<file path="config.mk">
export PLATFORM = sky130hd
export DESIGN_NAME = layout_text_lexer_core
export DESIGN_NICKNAME = d
export VERILOG_FILES = /design/src/rtl/llex_pkg.sv /design/src/rtl/llex_front.sv /design/src/rtl/llex_queue.sv /design/src/rtl/llex_back.sv /design/src/rtl/layout_text_lexer_core.sv
export SDC_FILE = /design/constraint.sdc
export NUM_CORES = 1
export LEC_CHECK = 0
export ABC_AREA = 1
export ABC_CLOCK_PERIOD_IN_PS = 6700
export BUFFER_PORTS_ARGS = -buffer_cell sky130_fd_sc_hd__buf_2
export CAP_MARGIN = 25
export CORE_MARGIN = 3
export CORE_UTILIZATION = 55
export CTS_CLUSTER_SIZE = 40
export DETAILED_ROUTE_END_ITERATION = 8
export GPL_TIMING_DRIVEN = 0
export PLACE_DENSITY = 0.8
export SYNTH_ARGS = -nofsm -noshare
export SYNTH_HDL_FRONTEND = slang
export SYNTH_HIERARCHICAL = 1
export SYNTH_SLANG_ARGS = --single-unit
</file>
<file path="constraint.sdc">
create_clock -name clk -period 6.7 [get_ports clk]
set_input_delay 1.34 -clock clk [delete_from_list [all_inputs] [get_ports clk]]
set_output_delay 1.34 -clock clk [all_outputs]
set_load 0.01 [all_outputs]
</file>
<file path="src/rtl/llex_pkg.sv">
// Shared types, codes and event builders for the layout text lexer.
`default_nettype none
package llex_pkg;

  localparam logic [1:0] EV_APPEND = 2'd0;
  localparam logic [1:0] EV_CLOSE  = 2'd1;
  localparam logic [1:0] EV_ERROR  = 2'd2;
  localparam logic [1:0] EV_DONE   = 2'd3;

  localparam logic [1:0] TT_STRING = 2'd0;
  localparam logic [1:0] TT_IDENT  = 2'd1;
  localparam logic [1:0] TT_NUMBER = 2'd2;
  localparam logic [1:0] TT_OPER   = 2'd3;

  localparam logic [2:0] M_IDLE   = 3'd0;
  localparam logic [2:0] M_STRING = 3'd1;
  localparam logic [2:0] M_ESCAPE = 3'd2;
  localparam logic [2:0] M_NUMBER = 3'd3;
  localparam logic [2:0] M_IDENT  = 3'd4;

  localparam logic [3:0] ERR_QUOTE_NUM   = 4'd1;
  localparam logic [3:0] ERR_QUOTE_ID    = 4'd2;
  localparam logic [3:0] ERR_BAD_ESC     = 4'd3;
  localparam logic [3:0] ERR_ESC_POINT   = 4'd4;
  localparam logic [3:0] ERR_TWO_POINTS  = 4'd5;
  localparam logic [3:0] ERR_POINT_ID    = 4'd6;
  localparam logic [3:0] ERR_ESC_SPACE   = 4'd7;
  localparam logic [3:0] ERR_LETTER_NUM  = 4'd8;
  localparam logic [3:0] ERR_ILLEGAL     = 4'd9;
  localparam logic [3:0] ERR_OPEN_STR    = 4'd10;
  localparam logic [3:0] ERR_OPEN_ESC    = 4'd11;

  localparam logic [7:0] CH_TAB    = 8'd9;
  localparam logic [7:0] CH_SPACE  = 8'd32;
  localparam logic [7:0] CH_QUOTE  = 8'd34;
  localparam logic [7:0] CH_POINT  = 8'd46;
  localparam logic [7:0] CH_ZERO   = 8'd48;
  localparam logic [7:0] CH_NINE   = 8'd57;
  localparam logic [7:0] CH_COLON  = 8'd58;
  localparam logic [7:0] CH_EQUAL  = 8'd61;
  localparam logic [7:0] CH_BSLASH = 8'd92;
  localparam logic [7:0] CH_T      = 8'd116;

  localparam int QDEPTH = 2;

  typedef struct packed {
    logic [1:0] kind;
    logic [1:0] ttype;
    logic [7:0] ch;
    logic [3:0] err;
  } ev_t;

  typedef struct packed {
    logic [1:0]     cnt;
    ev_t [2:0]      ev;
  } job_t;

  typedef struct packed {
    logic full;
    logic valid;
  } qstat_t;

  function automatic ev_t ev_append(input logic [7:0] c);
    ev_t e;
    e = '0;
    e.kind = EV_APPEND;
    e.ch = c;
    return e;
  endfunction

  function automatic ev_t ev_close(input logic [1:0] tt);
    ev_t e;
    e = '0;
    e.kind = EV_CLOSE;
    e.ttype = tt;
    return e;
  endfunction

  function automatic ev_t ev_error(input logic [3:0] code);
    ev_t e;
    e = '0;
    e.kind = EV_ERROR;
    e.err = code;
    return e;
  endfunction

  function automatic ev_t ev_done();
    ev_t e;
    e = '0;
    e.kind = EV_DONE;
    return e;
  endfunction

endpackage
`default_nettype wire

</file>
<file path="src/rtl/llex_front.sv">
// Front end: accepts bytes, classifies them, tracks lexer state, builds event jobs.
`default_nettype none
module llex_front (
  input  wire logic          clk,
  input  wire logic          rst_n,
  input  wire logic          in_valid,
  output logic               in_ready,
  input  wire logic [7:0]    in_char_value,
  input  wire logic          in_end_of_text,
  input  wire llex_pkg::qstat_t q_stat,
  output logic               q_push,
  output llex_pkg::job_t     q_job
);

  logic [2:0] mode_r, mode_nxt;
  logic       point_r, point_nxt;
  logic       halt_r, halt_nxt;
  logic       take;

  assign in_ready = !q_stat.full;
  assign take     = in_valid && in_ready;

  always_comb begin
    logic [2:0]        m;
    logic [1:0]        k;
    llex_pkg::ev_t [2:0] ev;
    logic [7:0]        c;
    logic              is_space;
    logic              is_alpha;
    logic              is_digit;
    logic              do_fail;
    logic [3:0]        fcode;
    logic              do_close;

    c        = in_char_value;
    m        = (mode_r > llex_pkg::M_IDENT) ? llex_pkg::M_IDLE : mode_r;
    k        = 2'd0;
    ev       = '0;
    do_fail  = 1'b0;
    fcode    = '0;
    do_close = 1'b0;
    mode_nxt  = mode_r;
    point_nxt = point_r;
    halt_nxt  = halt_r;
    is_space = (c == llex_pkg::CH_SPACE) || (c >= 8'd9 && c <= 8'd13);
    is_alpha = (c >= 8'd65 && c <= 8'd90) || (c >= 8'd97 && c <= 8'd122);
    is_digit = (c >= llex_pkg::CH_ZERO) && (c <= llex_pkg::CH_NINE);

    if (in_end_of_text) begin
      if (!halt_r) begin
        if (mode_r == llex_pkg::M_STRING) begin
          ev[0] = llex_pkg::ev_error(llex_pkg::ERR_OPEN_STR);
          k = 2'd1;
        end else if (mode_r == llex_pkg::M_ESCAPE) begin
          ev[0] = llex_pkg::ev_error(llex_pkg::ERR_OPEN_ESC);
          k = 2'd1;
        end else begin
          if (mode_r == llex_pkg::M_NUMBER) begin
            ev[0] = llex_pkg::ev_close(llex_pkg::TT_NUMBER);
            k = 2'd1;
          end else if (mode_r == llex_pkg::M_IDENT) begin
            ev[0] = llex_pkg::ev_close(llex_pkg::TT_IDENT);
            k = 2'd1;
          end
          ev[k] = llex_pkg::ev_done();
          k = k + 2'd1;
        end
      end
      mode_nxt  = llex_pkg::M_IDLE;
      point_nxt = 1'b0;
      halt_nxt  = 1'b0;
    end else if (!halt_r) begin
      priority if (c == llex_pkg::CH_QUOTE) begin
        unique case (m)
          llex_pkg::M_IDLE: mode_nxt = llex_pkg::M_STRING;
          llex_pkg::M_STRING: begin
            ev[0] = llex_pkg::ev_close(llex_pkg::TT_STRING);
            k = 2'd1;
            mode_nxt = llex_pkg::M_IDLE;
          end
          llex_pkg::M_ESCAPE: begin
            ev[0] = llex_pkg::ev_append(llex_pkg::CH_QUOTE);
            k = 2'd1;
            mode_nxt = llex_pkg::M_STRING;
          end
          llex_pkg::M_NUMBER: begin
            do_fail = 1'b1;
            fcode = llex_pkg::ERR_QUOTE_NUM;
          end
          default: begin
            do_fail = 1'b1;
            fcode = llex_pkg::ERR_QUOTE_ID;
          end
        endcase
      end else if (c == llex_pkg::CH_EQUAL || c == llex_pkg::CH_COLON) begin
        if (m == llex_pkg::M_STRING) begin
          ev[0] = llex_pkg::ev_append(c);
          k = 2'd1;
        end else if (m == llex_pkg::M_ESCAPE) begin
          do_fail = 1'b1;
          fcode = llex_pkg::ERR_BAD_ESC;
        end else begin
          do_close = 1'b1;
        end
      end else if (c == llex_pkg::CH_POINT) begin
        unique case (m)
          llex_pkg::M_IDLE: begin
            ev[0] = llex_pkg::ev_append(llex_pkg::CH_ZERO);
            ev[1] = llex_pkg::ev_append(llex_pkg::CH_POINT);
            k = 2'd2;
            mode_nxt = llex_pkg::M_NUMBER;
            point_nxt = 1'b1;
          end
          llex_pkg::M_STRING: begin
            ev[0] = llex_pkg::ev_append(c);
            k = 2'd1;
          end
          llex_pkg::M_ESCAPE: begin
            do_fail = 1'b1;
            fcode = llex_pkg::ERR_ESC_POINT;
          end
          llex_pkg::M_NUMBER: begin
            if (point_r) begin
              do_fail = 1'b1;
              fcode = llex_pkg::ERR_TWO_POINTS;
            end else begin
              ev[0] = llex_pkg::ev_append(llex_pkg::CH_POINT);
              k = 2'd1;
              point_nxt = 1'b1;
            end
          end
          default: begin
            do_fail = 1'b1;
            fcode = llex_pkg::ERR_POINT_ID;
          end
        endcase
      end else if (is_space) begin
        if (m == llex_pkg::M_STRING) begin
          ev[0] = llex_pkg::ev_append(c);
          k = 2'd1;
        end else if (m == llex_pkg::M_ESCAPE) begin
          do_fail = 1'b1;
          fcode = llex_pkg::ERR_ESC_SPACE;
        end else begin
          do_close = 1'b1;
        end
      end else if (is_alpha) begin
        unique case (m)
          llex_pkg::M_IDLE: begin
            ev[0] = llex_pkg::ev_append(c);
            k = 2'd1;
            mode_nxt = llex_pkg::M_IDENT;
            point_nxt = 1'b0;
          end
          llex_pkg::M_ESCAPE: begin
            if (c == llex_pkg::CH_T) begin
              ev[0] = llex_pkg::ev_append(llex_pkg::CH_TAB);
              k = 2'd1;
              mode_nxt = llex_pkg::M_STRING;
            end else begin
              do_fail = 1'b1;
              fcode = llex_pkg::ERR_BAD_ESC;
            end
          end
          llex_pkg::M_NUMBER: begin
            do_fail = 1'b1;
            fcode = llex_pkg::ERR_LETTER_NUM;
          end
          default: begin
            ev[0] = llex_pkg::ev_append(c);
            k = 2'd1;
          end
        endcase
      end else if (is_digit) begin
        if (m == llex_pkg::M_IDLE) begin
          ev[0] = llex_pkg::ev_append(c);
          k = 2'd1;
          mode_nxt = llex_pkg::M_NUMBER;
          point_nxt = 1'b0;
        end else if (m == llex_pkg::M_ESCAPE) begin
          do_fail = 1'b1;
          fcode = llex_pkg::ERR_BAD_ESC;
        end else begin
          ev[0] = llex_pkg::ev_append(c);
          k = 2'd1;
        end
      end else if (c == llex_pkg::CH_BSLASH && m == llex_pkg::M_STRING) begin
        mode_nxt = llex_pkg::M_ESCAPE;
      end else if (m == llex_pkg::M_ESCAPE) begin
        do_fail = 1'b1;
        fcode = llex_pkg::ERR_BAD_ESC;
      end else begin
        do_fail = 1'b1;
        fcode = llex_pkg::ERR_ILLEGAL;
      end

      if (do_close) begin
        if (m == llex_pkg::M_NUMBER) begin
          ev[0] = llex_pkg::ev_close(llex_pkg::TT_NUMBER);
          k = 2'd1;
        end else if (m == llex_pkg::M_IDENT) begin
          ev[0] = llex_pkg::ev_close(llex_pkg::TT_IDENT);
          k = 2'd1;
        end
        mode_nxt  = llex_pkg::M_IDLE;
        point_nxt = 1'b0;
        if (!is_space) begin
          ev[k] = llex_pkg::ev_append(c);
          k = k + 2'd1;
          ev[k] = llex_pkg::ev_close(llex_pkg::TT_OPER);
          k = k + 2'd1;
        end
      end

      if (do_fail) begin
        ev[0] = llex_pkg::ev_error(fcode);
        k = 2'd1;
        mode_nxt  = llex_pkg::M_IDLE;
        point_nxt = 1'b0;
        halt_nxt  = 1'b1;
      end
    end

    q_job.cnt = k;
    q_job.ev  = ev;
    q_push    = take && (k != 2'd0);
  end

  always_ff @(posedge clk) begin
    if (!rst_n) begin
      mode_r  <= llex_pkg::M_IDLE;
      point_r <= 1'b0;
      halt_r  <= 1'b0;
    end else if (take) begin
      mode_r  <= mode_nxt;
      point_r <= point_nxt;
      halt_r  <= halt_nxt;
    end
  end

endmodule
`default_nettype wire

</file>
<file path="src/rtl/llex_queue.sv">
// Two-entry job queue between the front end and the event sequencer.
`default_nettype none
module llex_queue (
  input  wire logic            clk,
  input  wire logic            rst_n,
  input  wire logic            push,
  input  wire llex_pkg::job_t  push_job,
  input  wire logic            pop,
  output llex_pkg::job_t       head_job,
  output llex_pkg::qstat_t     stat
);

  localparam int PW = $clog2(llex_pkg::QDEPTH);
  localparam int CW = $clog2(llex_pkg::QDEPTH + 1);

  llex_pkg::job_t mem_r [llex_pkg::QDEPTH];
  logic [PW-1:0]  wr_ptr_r, rd_ptr_r;
  logic [CW-1:0]  cnt_r;
  logic           do_push, do_pop;

  assign stat.full  = (cnt_r == CW'(llex_pkg::QDEPTH));
  assign stat.valid = (cnt_r != '0);
  assign do_push    = push && !stat.full;
  assign do_pop     = pop && stat.valid;
  assign head_job   = mem_r[rd_ptr_r];

  always_ff @(posedge clk) begin
    if (do_push) begin
      mem_r[wr_ptr_r] <= push_job;
    end
  end

  always_ff @(posedge clk) begin
    if (!rst_n) begin
      wr_ptr_r <= '0;
      rd_ptr_r <= '0;
      cnt_r    <= '0;
    end else begin
      if (do_push) begin
        wr_ptr_r <= (wr_ptr_r == PW'(llex_pkg::QDEPTH - 1)) ? '0 : wr_ptr_r + 1'b1;
      end
      if (do_pop) begin
        rd_ptr_r <= (rd_ptr_r == PW'(llex_pkg::QDEPTH - 1)) ? '0 : rd_ptr_r + 1'b1;
      end
      cnt_r <= cnt_r + CW'(do_push) - CW'(do_pop);
    end
  end

endmodule
`default_nettype wire

</file>
<file path="src/rtl/llex_back.sv">
// Back end: plays out job events, one per cycle while out_ready is high.
`default_nettype none
module llex_back (
  input  wire logic            clk,
  input  wire logic            rst_n,
  input  wire llex_pkg::job_t  head_job,
  input  wire llex_pkg::qstat_t q_stat,
  output logic                 q_pop,
  output logic                 out_valid,
  input  wire logic            out_ready,
  output logic [1:0]           out_event_res,
  output logic [1:0]           out_token_type,
  output logic [7:0]           out_char_value_out,
  output logic [3:0]           out_error_code,
  output logic                 out_last_of_run
);

  llex_pkg::job_t job_r, job_nxt;
  logic [1:0]     idx_r, idx_nxt;
  logic           busy_r, busy_nxt;
  logic           last;
  logic           load;
  llex_pkg::ev_t  cur;

  assign cur   = job_r.ev[idx_r];
  assign last  = (idx_r == job_r.cnt - 2'd1);
  assign load  = !busy_r || (out_ready && last);
  assign q_pop = load && q_stat.valid;

  assign out_valid          = busy_r;
  assign out_event_res      = cur.kind;
  assign out_token_type     = cur.ttype;
  assign out_char_value_out = cur.ch;
  assign out_error_code     = cur.err;
  assign out_last_of_run    = last;

  always_comb begin
    job_nxt  = job_r;
    idx_nxt  = idx_r;
    busy_nxt = busy_r;
    if (load) begin
      busy_nxt = q_stat.valid;
      job_nxt  = head_job;
      idx_nxt  = 2'd0;
    end else if (out_ready) begin
      idx_nxt = idx_r + 2'd1;
    end
  end

  always_ff @(posedge clk) begin
    job_r <= job_nxt;
  end

  always_ff @(posedge clk) begin
    if (!rst_n) begin
      busy_r <= 1'b0;
      idx_r  <= 2'd0;
    end else begin
      busy_r <= busy_nxt;
      idx_r  <= idx_nxt;
    end
  end

endmodule
`default_nettype wire

</file>
<file path="src/rtl/layout_text_lexer_core.sv">
// Top level of the layout text lexer: front end, job queue and event sequencer.
//
//   channel  direction  handshake            payload
//   in       input      in_valid/in_ready    in_char_value, in_end_of_text
//   out      output     out_valid/out_ready  out_event_res, out_token_type,
//                                            out_char_value_out, out_error_code,
//                                            out_last_of_run
//
// An item is taken in the cycle it arrives while the two-entry job queue has room.
// Each item makes zero to three result items; the sequencer sends one per cycle while out_ready
// is high, and an item that makes none is not put into the job queue.
// Results pass through the job queue and the sequencer's job register on their way out.
// Synchronous active-low reset empties the queue and returns the lexer to idle.
// Output stalls back up through the queue to in_ready only.
`default_nettype none
module layout_text_lexer_core (
  input  wire logic       clk,
  input  wire logic       rst_n,
  input  wire logic       in_valid,
  output logic            in_ready,
  input  wire logic [7:0] in_char_value,
  input  wire logic       in_end_of_text,
  output logic            out_valid,
  input  wire logic       out_ready,
  output logic [1:0]      out_event_res,
  output logic [1:0]      out_token_type,
  output logic [7:0]      out_char_value_out,
  output logic [3:0]      out_error_code,
  output logic            out_last_of_run
);

  llex_pkg::qstat_t q_stat;
  llex_pkg::job_t   push_job;
  llex_pkg::job_t   head_job;
  logic             q_push;
  logic             q_pop;

  llex_front u_front (
    .clk            (clk),
    .rst_n          (rst_n),
    .in_valid       (in_valid),
    .in_ready       (in_ready),
    .in_char_value  (in_char_value),
    .in_end_of_text (in_end_of_text),
    .q_stat         (q_stat),
    .q_push         (q_push),
    .q_job          (push_job)
  );

  llex_queue u_queue (
    .clk      (clk),
    .rst_n    (rst_n),
    .push     (q_push),
    .push_job (push_job),
    .pop      (q_pop),
    .head_job (head_job),
    .stat     (q_stat)
  );

  llex_back u_back (
    .clk                (clk),
    .rst_n              (rst_n),
    .head_job           (head_job),
    .q_stat             (q_stat),
    .q_pop              (q_pop),
    .out_valid          (out_valid),
    .out_ready          (out_ready),
    .out_event_res      (out_event_res),
    .out_token_type     (out_token_type),
    .out_char_value_out (out_char_value_out),
    .out_error_code     (out_error_code),
    .out_last_of_run    (out_last_of_run)
  );

  a_done_last: assert property (@(posedge clk) disable iff (!rst_n)
    out_valid && out_event_res == llex_pkg::EV_DONE |-> out_last_of_run)
    else $error("done event not last of run");

  a_error_last: assert property (@(posedge clk) disable iff (!rst_n)
    out_valid && out_event_res == llex_pkg::EV_ERROR |-> out_last_of_run)
    else $error("error event not last of run");

  a_fields_clean: assert property (@(posedge clk) disable iff (!rst_n)
    out_valid && out_event_res != llex_pkg::EV_CLOSE |-> out_token_type == 2'd0)
    else $error("token type set on non-close event");

  a_push_room: assert property (@(posedge clk) disable iff (!rst_n)
    q_push |-> !q_stat.full)
    else $error("job pushed into full queue");

endmodule
`default_nettype wire

</file>
=== Word level (Yosys, flattened, before mapping) ===
Memory sizes are Yosys's and may differ from the RTL's. A register that Yosys moved wholly into a read port is not among the register bits.
Index checks and enable logic that the tools add are counted.

* Memory bits (writable): 100
* Memories kept: 1
* Word-level logic and storage cells: 262
* Flip-flop bits (word level): 12
* Output and inout bits: 19
* Bits of input ports: 13

{| class="wikitable"
|+ Memories
! memory !! depth !! bits a word !! rd ports !! clocked after Yosys merged registers in !! wr ports !! RTL line !! source
|-
| u_queue.mem_r || 2 || 50 || 1 || 1 || 1 || llex_queue.sv:16 || <nowiki>llex_pkg::job_t mem_r [llex_pkg::QDEPTH];</nowiki>
|}

* Muxes and demuxes: 161
* Reductions and logical operators: 33
* Bitwise operators: 7
* Equal/unequal tests: 27
* Add/sub/neg operators: 9
* Magnitude comparators: 16

{| class="wikitable"
|+ Operator list
! cell !! count
|-
| 16-bit two-way mux || 27
|-
| 48-bit two-way mux || 5
|-
| 16-bit demux with 2-bit select || 3
|-
| 32-bit two-way mux || 2
|-
| 2-bit two-way mux || 27
|-
| 48-bit bitwise mux || 1
|-
| 1-bit two-way mux || 48
|-
| 3-bit two-way mux || 16
|-
| 16-bit case mux with 3 select lines || 1
|-
| 4-bit two-way mux || 11
|-
| 14-bit by 42-bit bitwise AND with 42-bit output || 1
|-
| 42-bit NOT || 1
|-
| 8-bit by 6-bit equality test with 1-bit output (second input constant) || 5
|-
| 39-bit bitwise AND || 1
|-
| 39-bit NOT || 1
|-
| 16-bit binary-select mux with 2-bit select || 1
|-
| 16-bit case mux with 2 select lines || 1
|-
| 10-bit two-way mux || 3
|-
| 15-bit two-way mux || 2
|-
| 15-bit case mux with 2 select lines || 1
|-
| 12-bit two-way mux || 2
|-
| 8-bit by 7-bit equality test with 1-bit output (second input constant) || 2
|-
| 8-bit by 7-bit >= comparator with 1-bit output (second input constant) || 2
|-
| 8-bit by 7-bit <= comparator with 1-bit output (second input constant) || 2
|-
| other kinds (44) || 87
|}

=== Logic depth before layout (Yosys ltp) ===
Gate-level depths: netlist of run 1.

* Depth in word-level cells: 28
* Mapped depth: 25
* Gate-level depth less buffers: 24

=== Cells and area by module ===
Netlist of run 1, hierarchy kept.

{| class="wikitable"
|+ By module, submodules not included
! module !! seq. area each (um^2) !! times used !! cells an instance !! area each (um^2)
|-
| llex_queue || 3,103.0 || 1 || 194 || 4,112.7
|-
| llex_back || 1,561.5 || 1 || 149 || 2,107.0
|-
| llex_front || 100.1 || 1 || 332 || 1,848.0
|}

=== Least setup slack after synthesis of run 1 ===
OpenSTA, ideal clock, no wires.

* Kind: input -> register
* Start point: input in_char_value[0]
* End point: memory u_queue/mem_r[0][0] (netlist name) (enable)
* Cell stages on the path: 16
* Buffers on the path: 1
* Setup time: 0.458 ns
* Arrival: 4.892 ns
* Path slack: 1.351 ns
* Cells stage by stage: buf_6 -> nor2_2 -> nand2_1 -> nor2_2 -> nor2_8 -> inv_2 -> nand2_1 -> nand2_2 -> nand3_4 -> nand2_4 -> nand2_4 -> nand3_2 -> o21ai_1 -> inv_1 -> nand2_1 -> nor2_1

{| class="wikitable"
|+ RTL lines
! item !! RTL line !! source
|-
| from (decl) || layout_text_lexer_core.sv:21 || <nowiki>input wire logic [7:0] in_char_value,</nowiki>
|-
| to (decl) || llex_queue.sv:16 ||
|}

==> results.tsv, run 1 <==
metric	value	unit
fin_crit_sh	0.588	
root_buffer	clkbuf_16	
rows	43	
synth_ff_type	edfxtp_1	
synth_top_area_share	0.558	
fp.dieH	127	um
worst-path-max-fanout	32	
whs	506	ps
place_area	0.00858	mm2
crit_required	6810	ps
synth_common_cells	edfxtp_1, nand2_1, nor2_1, mux2_4, inv_1	
setup_viol	0	
hold_viol_final	0	
avgViaCountPerCell	5.50	
p_leak	3.76	nW
max_freq	0.254	GHz
core_area	0.0141	mm2
wire_per_inst	18.1	um
die_width	127	um
globalplace.congestion	0.887	
peakVddDrop	0.223	mV
dp_hpwl	11800	um
rr_worst_depth	15	
grt_pass1_vias	5337	
drive_above_1_share	0.283	
yosysMostFrequentCell	edfxtp_1	
cts_setup_buffers	0	
vias	5168	
cts_resized	0	
synth_top_cell_by_area	edfxtp_1	
tritoncts	done	
die_area	0.0162	mm2
status	finished clean	
max_slew_margin	0.542	
grt_start_max_net_pins	42	
worst_pin_slew	681	ps
slew_viol_final	0	
r2r-end	u_queue/mem_r[0][37]	
drt_iter0_drc	593	
fill_cells	1009	
maxCapViolCount	0	
synthDistinctLibCells	45	
initial_utilization	0.572	
dp_cells	907	
synth_edf_count	150	
ant_nets	0	
arrival	4050	ps
cts.sinks	163	
hold_path_class	register to register	
area_delta_synth_final	13.5	%
min_period	3940	ps
grt_pass1_wl	27800	um
hold_buffers	0	
cts_buffer_depth	2	
drt-total-wl	17000	um
drc_errors	0	
cp-startpoint	in_char_value[6]	
startpoint_type	primary input	
synth-async-reset-ratio	0	
design_area	0.00916	mm2
firstDrtPassIters	5	
grt_setup_unrepaired	false	
timing.rr.start	u_front/mode_r[2]	
end_kind	register	
syn_avg_cell_area	12.0	um2
path_clk_slew	60	ps
ioPinCount	32	
ys_top_cells_by_area	edfxtp_1, mux2_4, nand2_1	
rrSetupSlack	3390	ps
clock_skew	6.79	ps
final_nets	761	
power	0.00348	W
p_per_area	380	mW/mm2
cpPeakStageDelay	500	ps
cts_buffers	17	
synth_warnings	6	
cts_max_level	4	
yosys_register_bits	163	
antenna_cells	0	
crit_slowest_cell	nor2_4	
gr-total-overflow	0	
port_buffers	30	
grt_util_all_layers	0.224	
worst-setup-path-type	primary input to register	
synth_area	0.00807	mm2
worstPathCellList	buf_2 > nor2_1 > nand3_2 > inv_1 > nand3_1 > nor2_1 > o21ai_2 > o21ai_1 > o21ai_1 > inv_1 > nand2_1 > nor2_4 > buf_12	
antenna_found_initial	0	
synth_cells	675	
synth_seq_area_share	0.591	
endpoint	u_queue/mem_r[0][37]	
insertion_delay	420	ps
finalNonFillerCells	939	
-- worst min-delay path by stage --
stage | start | endpoint | slack [ps] | cells past startpoint
detailed placement | u_queue/rd_ptr_r | u_queue/rd_ptr_r | 490 | 2
floorplan | u_front/point_r | u_front/point_r | 460 | 2
global route | u_queue/rd_ptr_r | u_queue/rd_ptr_r | 540 | 2
global placement | u_queue/rd_ptr_r | u_queue/rd_ptr_r | 480 | 2
CTS | u_queue/rd_ptr_r | u_queue/rd_ptr_r | 510 | 2
finish | u_queue/rd_ptr_r | u_queue/rd_ptr_r | 510 | 2
-- power breakdown --
group,internal (W),leakage [nW],switching (W)
Clock,0.000578,0.287,0.000364
Combinational,0.000400,1.90,0.000550
Sequential,0.00148,1.57,0.000106
-- kinds of logic after synthesis --
| group | count (synthesis) | synth area share |
|---|---|---|
| other cells | 1 | 0.000465 |
| xor+xnor | 2 | 0.00217 |
| buf+inv | 102 | 0.0730 |
| simple gates | 267 | 0.178 |
| fa+ha+maj | 2 | 0.00310 |
| flops | 163 | 0.591 |
| mux | 50 | 0.0931 |
| compound gates | 88 | 0.0599 |
-- worst max-delay path, delay by kind of cell --
family / cells / cell delay, ps
buf+inv: 4 / 610
simple gates: 6 / 1510
compound gates: 3 / 570
-- final cells by class --
| class | instances | area (um2) | share of cell area |
|---|---|---|---|
| flip-flops and latches | 163 | 4760 | 0.520 |
| multi-input cells | 429 | 2800 | 0.305 |
| clock buffers | 19 | 433 | 0.0473 |
| plain buffers | 39 | 348 | 0.0380 |
| inverters | 63 | 241 | 0.0264 |
| well taps | 180 | 225 | 0.0246 |
| repair buffers | 33 | 210 | 0.0230 |
| clock inverters | 13 | 140 | 0.0153 |
-- layout by cell type, fill, tap and decap left out, types with 7 or more instances in the layout --
cell type / instances
o21ai_0: 39
edfxtp_1: 150
buf_4: 24
a21oi_1: 20
nand2_4: 12
mux2_4: 50
inv_1: 47
dfxtp_1: 13
nand4_1: 9
buf_2: 36
o21ai_1: 16
nor2_1: 69
buf_12: 8
nand2_1: 92
conb_1: 20
clkbuf_16: 17
inv_2: 14
nand3_1: 47
nor2_2: 7
-- through the flow --
step,utilization,setup TNS [ps],setup slack (ps)
after floorplan,-,0,1350
after global placement,0.604,-8250,-169
after detailed placement,0.609,0,2300
after CTS,0.650,0,2750
after global routing,0.650,0,2480
final,0.650,0,2760
-- registers in the layout, summed over array words and instances (netlist names), named ones only --
| name | cells |
|---|---|
| u_front/point_r | 1 |
| u_queue/mem_r | 100 |
| u_queue/rd_ptr_r | 1 |
| u_front/mode_r | 3 |
| u_back/job_r | 50 |
| u_queue/cnt_r | 2 |
| u_front/halt_r | 1 |
| u_back/idx_r | 2 |
| u_queue/wr_ptr_r | 1 |
| u_back/out_valid | 1 |
-- routing by layer --
layer	GRT usage	vias up	share of wire
li1	-	2466	-
met1	0.281	2518	0.42
met2	0.381	152	0.52
met3	0.0635	32	0.045
met4	0.0669	0	0.018
met5	0	-	0
Power figures use the tool's default switching activity.
==> run 2, diff against run 1 <==
- ABC_AREA: 1 -> 0
- ABC_CLOCK_PERIOD_IN_PS: 6700 -> 3400
- PLACE_DENSITY: 0.8 -> 0.83
- clock period: 6.7 -> 3.4 ns (I/O delays scaled with it)
==> run 2 against run 1 <==
Cell area is 2.1% higher. Clock skew is 0.91 ps higher. Utilization is 4.3 points higher. Combinational power is 120% higher. Largest cell class unchanged. Largest power group unchanged. Highest routed layer unchanged.
==> results.tsv, run 2 <==
metric	value	unit
drt-total-wl	16300	um
fp.dieH	125	um
antenna_found_initial	0	
hold_buffers	0	
multi_input_area	0.00279	mm2
final_nets	661	
tritoncts	done	
regMostFlops	u_queue/mem_r	
dp_hpwl	10600	um
fin_crit_sh	0.999	
grt_setup_unrepaired	true	
antenna_cells	0	
drc_errors	0	
synth_warnings	6	
register_area	0.00476	mm2
max_freq	0.294	GHz
synth_seq_area_share	0.614	
crit_slowest_cell	or4_4	
gr-total-overflow	0	
synth-async-reset-ratio	0	
p_per_area	781	mW/mm2
slew_viol_final	0	
synth_common_cells	edfxtp_1, mux2_4, nand2_1, o21ai_0, buf_4	
grt_start_max_net_pins	33	
synth_top_cell_by_area	edfxtp_1	
min_to	u_queue/rd_ptr_r	
cpPeakStageDelay	490	ps
ant_nets	0	
synth_area	0.00776	mm2
grt_pass1_wl	25700	um
mostFrequentLayoutCell	edfxtp_1	
worst_pin_slew	785	ps
die_width	125	um
arrival	3740	ps
firstDrtPassIters	5	
status	finished clean	
r2r-end	u_queue/cnt_r[1]	
yosysMostFrequentCell	edfxtp_1	
cts.sinks	163	
grt_util_all_layers	0.211	
globalplace.congestion	0.949	
synth_cells	549	
end_kind	register	
setup_viol	0	
clock_skew	7.70	ps
hold_path_class	register to register	
rows	42	
cts_buffer_depth	2	
grt_pass1_vias	4801	
synth_edf_count	150	
whs	536	ps
largest_reg_flops	100	
ys_top_cells_by_area	edfxtp_1, mux2_4, dfxtp_1	
hold-path-cell-count	2	
p_leak	3.52	nW
wire_per_inst	19.6	um
hold_viol_final	0	
yosys_register_bits	163	
worstHoldStart	u_queue/rd_ptr_r	
root_buffer	clkbuf_16	
port_buffers	29	
path_clk_slew	60	ps
synth_ff_type	edfxtp_1	
rrSetupSlack	180	ps
worst-setup-path-type	primary input to register	
startpoint_type	primary input	
core_area	0.0135	mm2
fill_cells	853	
drt_iter0_drc	532	
drive_above_1_share	0.349	
cts_max_level	4	
power	0.00730	W
max_slew_margin	0.475	
final_cell_mix	edfxtp_1, buf_4, mux2_4, nand2_1, buf_2	
avgViaCountPerCell	5.79	
area_delta_synth_final	20.5	%
peakVddDrop	0.444	mV
die_area	0.0156	mm2
vias	4835	
crit_required	3750	ps
worstPathCellList	buf_8 > buf_8 > or4_4 > o221a_4 > o21a_1 > a2111oi_4 > a21o_4 > nor3_4 > a211oi_2 > nand2_2 > ha_4 > inv_4 > ha_4 > xor2_2 > and2_4 > nor3_4	
maxCapViolCount	0	
timing.rr.start	u_front/mode_r[0]	
synth_top_area_share	0.581	
dp_slack	-1150	ps
final.setup.worst_slack	3.30	ps
ioPinCount	32	
worst-path-max-fanout	7	
min_period	3400	ps
rr_worst_depth	15	
insertion_delay	420	ps
reg_top3	u_queue/mem_r: 100 flops, u_back/job_r: 50 flops, u_front/mode_r: 3 flops	
syn_avg_cell_area	14.1	um2
cts_buffers	17	
synthDistinctLibCells	71	
setup_tns	0	ps
initial_utilization	0.574	
[run 2: worst max path at each step]
stage               depth (start not counted)                   end  slack [ps]              from
floorplan                                  10   u_queue/mem_r[0][0]        -450  in_char_value[0]
global placement                            9  u_queue/mem_r[0][34]       -1480  in_char_value[5]
detailed placement                         11  u_queue/mem_r[0][33]       -1150  in_char_value[2]
CTS                                        16      u_queue/cnt_r[1]           1  in_char_value[0]
global route                               16      u_queue/cnt_r[1]         -90  in_char_value[0]
finish                                     16      u_queue/cnt_r[1]           3  in_char_value[0]
[run 2: timing repair]
item,4_1_cts,5_1_grt
setup buffers,6,21
cloned,0,0
pin swaps,7,18
resized for setup,15,42
setup endpoints to repair,102,34
[run 2: worst max-delay path, delay by kind of cell]
kind	cells	cell delay [ps]
xor+xnor	1	170
buf+inv	3	260
compound gates	5	1180
fa+ha+maj	2	450
simple gates	5	1010
[run 2: layer usage]
layer  global-route usage  up-vias  share of wire
met5                    0        -              0
met4               0.0954        0          0.029
met3               0.0356       50          0.054
met2                0.370      202           0.53
met1                0.256     2356           0.39
li1                     -     2227              -
[run 2: cell type report]
| cell class | count | share of cell area |
|---|---|---|
| Clock buffer | 17 | 0.0455 |
| Inverter | 11 | 0.00468 |
| Clock inverter | 15 | 0.0218 |
| Timing Repair Buffer | 59 | 0.0470 |
| Multi-Input combinational cell | 341 | 0.298 |
| Sequential cell | 163 | 0.510 |
| Tap cell | 176 | 0.0236 |
| Buffer | 53 | 0.0494 |
[run 2: metrics by stage]
stage,utilization,area (um2),std cells
after global placement,0.610,8240,773
final,0.692,9350,835
after global routing,0.692,9350,835
after detailed placement,0.615,8310,776
after floorplan,-,7870,568
after CTS,0.672,9070,814
[run 2: cell families (layout without fill, tap and decap cells)]
kind of cell	Yosys count	in the layout	share of synthesized area
flops	163	163	0.614
simple gates	149	149	0.105
compound gates	95	95	0.0877
mux	68	68	0.121
buf+inv	64	155	0.0598
xor+xnor	7	7	0.00887
fa+ha+maj	2	2	0.00323
other cells	1	20	0.000483
[run 2: where the power goes]
group	switching, W	internal (W)
registers	0.000224	0.00302
logic	0.00103	0.00102
clock network	0.000780	0.00124
total	0.00203	0.00527
